--- config.mk ---
export PLATFORM = sky130hd
export DESIGN_NAME = fird_tap_cell
export DESIGN_NICKNAME = d
export VERILOG_FILES = /design/src/hw/rtl/fird_pkg.sv /design/src/hw/rtl/fird_tap_cell.sv
export SDC_FILE = /design/constraint.sdc
export NUM_CORES = 1
export LEC_CHECK = 0
export ABC_AREA = 1
export BUFFER_PORTS_ARGS = -buffer_cell sky130_fd_sc_hd__clkbuf_2
export CORE_ASPECT_RATIO = 0.5
export CORE_MARGIN = 10
export CORE_UTILIZATION = 35
export DETAILED_ROUTE_END_ITERATION = 10
export GPL_TIMING_DRIVEN = 0
export SETUP_SLACK_MARGIN = 0.1
export SYNTH_ARGS = -nofsm -noshare
export SYNTH_HDL_FRONTEND = slang
export SYNTH_SLANG_ARGS = --single-unit
--- constraint.sdc ---
create_clock -name i_clk -period 6 [get_ports i_clk]
set_clock_uncertainty 0.15 [all_clocks]
set_input_delay 0.3 -clock i_clk [delete_from_list [all_inputs] [get_ports i_clk]]
set_output_delay 0.3 -clock i_clk [all_outputs]
set_load 0.02 [all_outputs]
--- src/hw/rtl/fird_pkg.sv ---
package fird_pkg;

    // field widths
    localparam int SAMPLE_W   = 16;
    localparam int COEF_W     = 18;
    localparam int COEF_IDX_W = 6;
    localparam int PROD_W     = SAMPLE_W + COEF_W;
    localparam int OUT_W      = 16;
    localparam int FRAC_BITS  = 17;

    // configuration registers
    localparam int TAPS_W   = 7;
    localparam int DEC_W    = 7;
    localparam int CLEN_W   = 13;
    localparam int PHASE_W  = 6;
    localparam int CPOS_W   = 12;
    localparam int CFG_IDX_W  = 2;
    localparam int CFG_DATA_W = 13;

    localparam logic [CFG_IDX_W-1:0] REG_TAPS = 2'd0;
    localparam logic [CFG_IDX_W-1:0] REG_DEC  = 2'd1;
    localparam logic [CFG_IDX_W-1:0] REG_CLEN = 2'd2;

    localparam logic [TAPS_W-1:0] TAPS_RST = 7'd64;
    localparam logic [DEC_W-1:0]  DEC_RST  = 7'd1;
    localparam logic [CLEN_W-1:0] CLEN_RST = 13'd1024;
    localparam logic [DEC_W-1:0]  DEC_MAX  = 7'd64;
    localparam logic [CLEN_W-1:0] CLEN_MAX = 13'd4096;

    // item kinds
    localparam logic KIND_SAMPLE = 1'b0;
    localparam logic KIND_COEF   = 1'b1;

    localparam int MAX_TAPS_DEF = 64;

    // per-cell control from the sequencer
    typedef struct packed {
        logic shift;    // history moves one cell up
        logic coef_we;  // load this cell's coefficient
        logic tap_en;   // cell takes part in the sum
    } t_cell_ctrl;

endpackage

--- src/hw/rtl/fird_tap_cell.sv ---
module fird_tap_cell #(
    parameter int ACC_W = fird_pkg::PROD_W + 7
) (
    input  logic                                 i_clk,
    input  logic                                 i_rst_n,
    input  fird_pkg::t_cell_ctrl                 i_ctrl,
    input  logic signed [fird_pkg::SAMPLE_W-1:0] i_sample,
    input  logic signed [fird_pkg::COEF_W-1:0]   i_coef,
    input  logic signed [ACC_W-1:0]              i_psum,
    input  logic                                 i_psum_vld,
    output logic signed [fird_pkg::SAMPLE_W-1:0] o_sample,
    output logic signed [ACC_W-1:0]              o_psum,
    output logic                                 o_psum_vld
);

    logic signed [fird_pkg::SAMPLE_W-1:0] r_hist;
    logic signed [fird_pkg::COEF_W-1:0]   r_coef;
    logic signed [fird_pkg::PROD_W-1:0]   r_prod;
    logic signed [ACC_W-1:0]              r_psum;
    logic                                 r_psum_vld;

    always_ff @(posedge i_clk) begin
        if (!i_rst_n) begin
            r_hist <= '0;
            r_coef <= '0;
        end else begin
            if (i_ctrl.shift) begin
                r_hist <= i_sample;
            end
            if (i_ctrl.coef_we) begin
                r_coef <= i_coef;
            end
        end
    end

    // product, then partial sum handed to the next cell
    always_ff @(posedge i_clk) begin
        r_prod <= fird_pkg::PROD_W'(r_coef) * fird_pkg::PROD_W'(r_hist);
        r_psum <= i_psum + (i_ctrl.tap_en ? ACC_W'(r_prod) : ACC_W'(0));
    end

    always_ff @(posedge i_clk) begin
        if (!i_rst_n) begin
            r_psum_vld <= 1'b0;
        end else begin
            r_psum_vld <= i_psum_vld;
        end
    end

    assign o_sample   = r_hist;
    assign o_psum     = r_psum;
    assign o_psum_vld = r_psum_vld;

endmodule

==> flow_summary.ini, run 1 <==
[floorplan]
die_h_um = 181
start_util_pct = 35.8
io_pins = 139
die_x_um = 343
core_area_um2 = 50800
rows = 58
die_area_um2 = 62100

[finish]
stdcell_count = 3510
synthToLayoutAreaGrowth_pct = 14.6
seq_area_um2 = 2220
fill_cells = 5474
final_layout_size_suffix_gt1_share_pct = 10.3
multi_input_area_um2 = 13100
nets = 3313
antenna_cells = 0

[worst_hold_path]
hold_end = r_coef[15]
worst_hold_path_type = in -> reg
whs_path_depth = 3
min_from = i_coef[15]

[synth]
synthCells = 2641
synth_largest_area_cell = fa_1
synth_nets = 3139
postSynth.asyncResetShare_pct = 0
synth-edff-count = 0
yosysTopAreaCellShare_pct = 32.0
ys_ff_latch = 110
synth_area_leaders = fa_1 32%, nand2_1 17%, inv_1 15%
synth-seq-area-share_pct = 12.1
ys_warn_count = 0
syn_area_um2 = 18200
synth_ff_type = dfxtp_1
syn_area_per_cell_um2 = 6.89
synthTopCellsByCount = 810 x nand2_1, 739 x inv_1, 291 x fa_1
ys_types = 35
synth.most_common_cell = nand2_1

[pwr]
powerDensity_nw_per_um2 = 291
leakagePower_nw = 12.5
vdd_drop_max_mv = 0.178

[critical_path]
r2r_end = r_prod[21]
required_ns = 6.12
critPathMaxStageDelay_ns = 0.59
reg2reg_from = r_coef[12]
cp.arrival_ns = 5.83
cp_top_family = adder cells
regToRegSetupSlack_ns = 0.29
cp_slowest_cell = fa_1
critPathCaptureType = flip-flop
criticalPathCategory = reg -> reg
worst-path-buf-inv = 6
crit_chain = clkbuf_4 -> nand2_1 -> fa_1 -> fa_1 -> fa_1 -> inv_1 -> fa_1 -> fa_1 -> inv_1 -> fa_1 -> inv_1 -> ha_2 -> nand2_1 -> nor2_2 -> inv_1 -> nor2_2 -> nand4_1 -> nand3_1 -> nand2_1 -> inv_1 -> nor2_1
start_kind = flip-flop
critPathMaxFanout = 10
cp_common_cell = fa_1
r2r_cells = 21

[grt]
grt_antenna_before_repair = 0
grt_max_degree = 21
grt_overflow = 0
grt.total_usage_pct = 17.9
grt_pass1_vias = 16300
grt_pass1_wl_um = 88100

[timing]
slew_headroom_pct = 47.1
max_freq_ghz = 0.175
hold_viol_final = 0
worstMarginPinSlew_ns = 0.793
setup-tns-final_ns = 0
setup_viol = 0
finalCritPeriodShare_pct = 95.1
rsz0062_at_grt = yes
layout_min_cycle_time_ns = 5.71
final_max_slew_viol_count = 0

[outcome]
status = completed

[clock_tree]
path_clk_slew_ns = 0.08
cts_buffers = 9
clock-sinks = 110
clk_latency_ns = 0.38
cts_buffer_depth = 2
root_buffer = clkbuf_16
cts_tree = done
htreeDepth = 3

[routing]
drt_first_iter_violations = 1202
vias = 16100
drtAntennaViolNets = 0
dr.pass1.iters = 6
drc = 0
wl_per_cell_um = 15.7
drt_wl_total_um = 55100
vias_per_cell = 4.60

[place]
io_buffers = 136
dp_cells = 3467
routabilityCongestion = 0.906
hpwl_um = 46600

[flow_run]
maxCapViolCount = 0
==> sequential cells by signal, indices dropped and copies added (netlist names) <==
name / count
o_sample: 16
o_psum_vld: 1
o_psum: 41
r_prod: 34
r_coef: 18
==> cell usage in the layout (no fill, tap or decap), types with 5 or more instances in the layout <==
cell type,synthesis,routed
nand2_1,810,805
inv_1,739,739
fa_1,291,287
nor2_1,190,184
clkbuf_2,0,148
ha_1,126,111
dfxtp_1,110,102
nand3_1,62,62
o21ai_0,54,53
a21oi_1,58,48
xor2_1,35,35
dlygate4sd3_1,0,32
nand4_1,24,24
buf_6,0,15
buf_4,0,14
nand2_2,9,14
clkbuf_1,74,13
clkbuf_4,0,12
a21oi_2,1,11
ha_4,0,10
clkbuf_16,0,9
nor2_2,3,8
xnor2_1,7,7
nor3_1,8,6
dfxtp_2,0,6
o21bai_1,5,5
or2_2,5,5
ha_2,0,5
==> worst reg2reg max path: cells and delay by family, from the launching register on <==
| family | cells | cell delay (ns) |
|---|---|---|
| AND/OR/NAND/NOR | 8 | 0.93 |
| adder cells (fa/ha/maj) | 7 | 3.43 |
| buffers and inverters | 6 | 0.63 |
| flip-flops | 1 | 0.47 |
==> cells by family (layout without fill, tap and decap cells) <==
kind of cell | after synthesis | count (layout) | synth area share [%]
buffers and inverters | 822 | 1001 | 17.0
xor gates and xnor gates | 42 | 42 | 2.02
DFF | 110 | 110 | 12.1
adders and majority gates | 417 | 417 | 40.7
AOI/OAI and AO/OA | 126 | 126 | 3.68
and+or+nand+nor | 1124 | 1124 | 24.6
==> per-layer routing <==
layer,share of wire [%],up-vias,track usage [%]
li1,-,7882,-
met1,44,7729,23.3
met5,0,-,0
met2,48,476,30.6
met4,1.7,0,3.59
met3,6.5,52,3.59
==> power breakdown <==
part	switching (mW)	internal (mW)	total (mW)
logic	2.79	1.55	4.34
clock network	0.348	0.293	0.641
registers	0.0828	0.996	1.08
total	3.22	2.84	6.06
==> how the worst max path moves through the flow <==
stage                           start          to  cells after the start
after CTS                 o_sample[8]  r_prod[33]                     25
after detailed placement  o_sample[6]  r_prod[33]                     21
after global placement    o_sample[6]  r_prod[33]                     21
after global routing      o_sample[5]  r_prod[33]                     25
after floorplan           o_sample[6]  r_prod[33]                     20
final                      r_coef[12]  r_prod[21]                     21
==> repair_timing <==
item	CTS	global route
setup endpoints to repair	23	23
pin swaps	3	5
hold buffers	32	0
resized for setup	87	145
endpoints found under the hold margin	32	0
setup buffers	1	3
==> area by class of cell <==
cell class | instances | share of cell area, %
inverter | 742 | 13.4
tap | 690 | 4.14
timing repair buffer | 172 | 5.00
clock inverter | 7 | 0.336
buffer | 71 | 2.48
multi-input combinational | 1709 | 63.0
clock buffer | 9 | 1.08
sequential | 110 | 10.6
==> metrics by stage <==
step / hold WS [ns] / instance area (um^2) / util [%] / total power [mW] / setup WS, ns
6_report: 0.0289 / 20900 / 41.1 / 6.06 / 0.294
2_1_floorplan: 0.248 / 18200 / - / 3.81 / 0.262
3_3_place_gp: 0.335 / 19700 / 38.9 / 5.01 / -0.864
4_1_cts: 0.0115 / 20500 / 40.4 / 5.79 / 0.0693
5_1_grt: 0.0453 / 20900 / 41.1 / 6.65 / 0.0291
3_5_place_dp: 0.338 / 19700 / 38.9 / 5.05 / -0.858
(Power assumes the default switching activity.)
==> run 2, diff against run 1 <==
--- a/config.mk
+++ b/config.mk
@@ -11,4 +11,5 @@
 export CORE_MARGIN = 10
 export CORE_UTILIZATION = 35
+export CTS_BUF_LIST = sky130_fd_sc_hd__clkbuf_8
 export DETAILED_ROUTE_END_ITERATION = 10
 export GPL_TIMING_DRIVEN = 0
==> constraint.sdc (replaced) <==
create_clock -name i_clk -period 7.3 [get_ports i_clk]
set_clock_uncertainty 0.15 [all_clocks]
set_input_delay 0 -clock i_clk [delete_from_list [all_inputs] [get_ports i_clk]]
set_output_delay 0 -clock i_clk [all_outputs]
set_load 0.02 [all_outputs]
==> run 2 against run 1 <==
Sequential power is 19% lower; sequential share of layout area down 0.20 points; routed wire length up 1.6%; core utilization up 0.50 points; critical path depth is the same; register-to-register slack improved by 0.25 ns; critical path type unchanged; critical endpoint is now r_prod[33]; non-clock buffer count rose by 90; worst hold slack got worse by 0.028 ns; count of clock-buffer cells in the layout unchanged.
==> flow_summary.ini, run 2 (synthesis gave the netlist of run 1 again) <==
[outcome]
status = completed

[grt]
grt_most_used_layer = met2
grt_antenna_before_repair = 1
grt_overflow = 0
met3_usage_pct = 3.17
grt.total_usage_pct = 18.4
met1_usage_pct = 23.8
grt_max_degree = 21
met2_usage_pct = 31.3
grt_pass1_wl_um = 90100
grt_pass1_vias = 16800

[worst_hold_path]
worst_hold_path_type = in -> reg

[finish]
mostFrequentLayoutCells = 810 x nand2_1, 739 x inv_1, 291 x fa_1
nets = 3403
stdcell_count = 3601
fill_cells = 5420
layout_commonest_cell = nand2_1
seq_area_um2 = 2200
final_layout_size_suffix_gt1_share_pct = 6.25
synthToLayoutAreaGrowth_pct = 16.0
stdcell_area_um2 = 21100
largest_reg_flops = 41
fin_util_pct = 41.6
multi_input_area_um2 = 12900

[floorplan]
start_util_pct = 35.8
io_pins = 139
core_area_um2 = 50800
rows = 58
die_h_um = 181
die_x_um = 343
die_area_um2 = 62100

[timing]
setup-tns-final_ns = 0
rsz0062_at_grt = no
worstMarginPinSlew_ns = 0.930
final_max_slew_viol_count = 0
layout_min_cycle_time_ns = 6.75
finalCritPeriodShare_pct = 92.5
hold_viol_final = 0
setup_ws_ns = 0.545
whs_ns = 0.00113
setup_viol = 0
slew_headroom_pct = 38.0
max_freq_ghz = 0.148

[critical_path]
crit_start = o_sample[6]
critPathCaptureType = flip-flop
critPathMaxFanout = 10
reg2reg_from = o_sample[6]
start_kind = flip-flop
crit_chain = clkbuf_1 -> clkbuf_2 -> nand2_1 -> fa_1 -> inv_1 -> fa_1 -> inv_1 -> fa_1 -> fa_1 -> fa_1 -> fa_1 -> inv_1 -> ha_1 -> nand2_1 -> nor2_1 -> nand2_1 -> nor3_1 -> nand2_1 -> nand2_1 -> nand2_1 -> nand2_1
r2r_end = r_prod[33]
regToRegSetupSlack_ns = 0.55
endpoint = r_prod[33]
required_ns = 7.55
critPathMaxStageDelay_ns = 0.81
cp_common_cell = nand2_1
criticalPathCategory = reg -> reg
r2r_cells = 21
cp.arrival_ns = 7.01
cp_slowest_cell = fa_1

[clock_tree]
cts_tree = done
htreeDepth = 3
clock-sinks = 110
post_cts_buffers = 0
cts_buffers = 9
clk_latency_ns = 0.44
path_clk_slew_ns = 0.14
cts_buffer_depth = 2
root_buffer = clkbuf_8

[place]
post-place-ws_ns = 0.442
dp_cells = 3467
dpl-instance-area_um2 = 19700
hpwl_um = 46600
io_buffers = 136
routabilityCongestion = 0.906

[routing]
wl_per_cell_um = 15.5
drt_wl_total_um = 56000
vias = 16500
vias_per_cell = 4.58
dr.pass1.iters = 5
drc = 0
drtAntennaViolNets = 0
drt_first_iter_violations = 1258

[pwr]
total_power_mw = 4.63
vdd_drop_max_mv = 0.133
powerDensity_nw_per_um2 = 219
leakagePower_nw = 12.7

[flow_run]
maxCapViolCount = 0
[run 2: cell count changes in the layout (fill, tap and decap cells not counted), moves of 8 or more]
| cell | delta |
|---|---|
| ha_4 | -10 |
| clkbuf_8 | +8 |
| ha_1 | +15 |
| clkbuf_1 | +60 |
| buf_4 | -14 |
| dlygate4sd3_1 | +85 |
| clkbuf_16 | -9 |
| dfxtp_1 | +8 |
| clkbuf_4 | -12 |
| a21oi_1 | +10 |
| a21oi_2 | -10 |
| buf_6 | -15 |
| clkbuf_2 | -11 |
[run 2: per-layer routing]
metal | part of all wire [%] | wire [um]
met1 | 43 | 24300
met5 | 0 | 0
met4 | 2.4 | 1320
met2 | 47 | 26600
met3 | 6.8 | 3780
[run 2: worst min-delay path by stage]
stage,endpoint,cells past startpoint,start
after detailed placement,o_psum_vld,3,i_psum_vld
after CTS,o_psum_vld,4,i_rst_n
final,o_psum[0],4,i_ctrl[0]
after global routing,o_psum[0],4,i_ctrl[0]
after floorplan,o_psum_vld,2,i_psum_vld
after global placement,o_psum_vld,3,i_psum_vld
[run 2: timing repair]
item | 4_1_cts | 5_1_grt
hold buffers | 117 | 0
hold endpoints to repair | 76 | 0
gates resized for setup | 0 | 2
setup endpoints to repair | 0 | 4
[run 2: report_power, final]
group	switching, mW	internal, mW	total [mW]
Sequential	0.0574	0.818	0.875
Clock	0.274	0.133	0.406
Combinational	2.21	1.14	3.34
Total	2.54	2.09	4.63
[run 2: cell type report]
cell class	count	area share [%]
Clock buffer	9	0.587
Antenna cell	1	0.0119
Sequential cell	110	10.4
Buffer	80	1.43
Clock inverter	7	0.332
Timing Repair Buffer	253	8.77
Inverter	742	13.2
Tap cell	690	4.09
Multi-Input combinational cell	1709	61.2
[run 2: worst max-delay path: cells and delay by family, from the launching register on]
kind,cells,cell delay (ns)
adder cells (fa/ha/maj),7,3.86
buffers and inverters,5,1.24
flip-flops,1,0.37
AND/OR/NAND/NOR,9,1.10
==> run 3, diff against run 2 <==
Settings changed: CORE_UTILIZATION 35 to 65, PLACE_DENSITY from default to 0.85, REMOVE_ABC_BUFFERS from default to 1, SLEW_MARGIN from default to 40.
==> run 3 against run 2 <==
Combinational power down 5%; critical endpoint is now r_prod[31]; die area down 43%; count of clock-buffer cells in the layout unchanged.
==> flow_summary.ini, run 3 (synthesis gave the netlist of run 1 again) <==
[floorplan]
die_area_um2 = 35500
core_area_um2 = 27700
die_h_um = 138
io_pins = 139
die_x_um = 257
start_util_pct = 65.8
rows = 43

[critical_path]
critPathMaxFanout = 17
reg2reg_from = r_coef[17]
start_kind = flip-flop
cp.arrival_ns = 6.55
required_ns = 7.49
criticalPathCategory = reg -> reg
r2r_cells = 19
r2r_end = r_prod[31]
critPathCaptureType = flip-flop
endpoint = r_prod[31]
crit_start = r_coef[17]
regToRegSetupSlack_ns = 0.94

[clock_tree]
path_clk_slew_ns = 0.13
cts_tree = done
root_buffer = clkbuf_8
post_cts_buffers = 0
cts_buffers = 9
cts_buffer_depth = 2
clock-sinks = 110
clk_latency_ns = 0.45
htreeDepth = 3

[finish]
fin_util_pct = 73.8
final_layout_size_suffix_gt1_share_pct = 7.04
fill_cells = 2135
synthToLayoutAreaGrowth_pct = 12.2
largest_reg_flops = 41
layout_commonest_cell = nand2_1
mostFrequentLayoutCells = 810 x nand2_1, 739 x inv_1, 291 x fa_1
nets = 3320

[timing]
setup_ws_ns = 0.943
whs_ns = 0.0521
finalCritPeriodShare_pct = 87.1
worstMarginPinSlew_ns = 0.925
setup_viol = 0
slew_headroom_pct = 38.3
hold_viol_final = 0
final_max_slew_viol_count = 0
setup-tns-final_ns = 0
layout_min_cycle_time_ns = 6.36
rsz0062_at_grt = no
max_freq_ghz = 0.157

[place]
hpwl_um = 38200
routabilityCongestion = 0.973
post-place-ws_ns = 0.921
io_buffers = 138

[outcome]
status = completed

[pwr]
vdd_drop_max_mv = 0.189
leakagePower_nw = 12.6
powerDensity_nw_per_um2 = 221
total_power_mw = 4.51

[routing]
drc = 0
vias_per_cell = 5.29
drt_wl_total_um = 51000
wl_per_cell_um = 15.9
drt_first_iter_violations = 1767
vias = 17000
drtAntennaViolNets = 0
dr.pass1.iters = 9

[grt]
grt_antenna_before_repair = 1
grt_overflow = 0
grt.total_usage_pct = 28.8
grt_pass1_wl_um = 83800
grt_max_degree = 36
grt_pass1_vias = 17400

[worst_hold_path]
min_from = i_rst_n
worst_hold_path_type = in -> reg

[flow_run]
maxCapViolCount = 0
run 3: where the power goes:
part           switching [mW]  internal (mW)  leakage [nW]
clock                   0.258          0.135         0.103
sequential              0.140          0.819         0.927
combinational            2.03           1.13          11.5
total                    2.43           2.08          12.6
run 3: worst max-delay path, cell delays in order, from the launching register on:
cell,delay (ns)
dfxtp_1,0.81
nand2_1,0.24
fa_1,0.65
inv_1,0.07
fa_1,0.83
fa_1,0.55
fa_1,0.52
fa_1,0.50
inv_1,0.05
fa_1,0.52
inv_1,0.05
ha_1,0.35
a21oi_1,0.31
o21ai_0,0.15
nand2_1,0.08
nand2_1,0.05
a21oi_1,0.17
nand2_1,0.07
nand2_1,0.06
nand2_1,0.05
run 3: repair_timing:
action	CTS	global route
hold endpoints to repair	76	0
gates resized for setup	0	0
endpoints found under the setup margin	0	0
hold buffers	112	0
run 3: worst min path at each step:
stage,end,depth (start not counted)
after floorplan,o_psum_vld,2
after global placement,o_psum_vld,3
after detailed placement,o_psum_vld,3
after CTS,o_sample[15],3
after global routing,o_sample[15],3
final,o_sample[15],3
run 3: per-layer routing:
metal	vias to the layer above	global-route usage, %	wire length [um]
met2	933	48.5	24100
met3	236	6.23	5110
met5	-	0	0
met1	7904	34.6	19300
met4	0	14.3	2490
li1	7893	-	-
run 3: layout make-up:
class	count	area (um^2)	share of cell area, %
clock buffers	9	124	0.607
multi-input cells	1709	12900	63.3
repair buffers	250	1810	8.87
clock inverters	7	77.6	0.380
flip-flops and latches	110	2220	10.9
diodes	1	2.50	0.0123
well taps	382	478	2.34
inverters	742	2790	13.6
run 3: metrics by stage:
| step | area (um^2) | instances |
|---|---|---|
| finish | 20400 | 3210 |
| global route | 20400 | 3210 |
| CTS | 20400 | 3209 |
| detailed placement | 19100 | 3081 |
| global placement | 19100 | 3081 |
| floorplan | 17900 | 2561 |
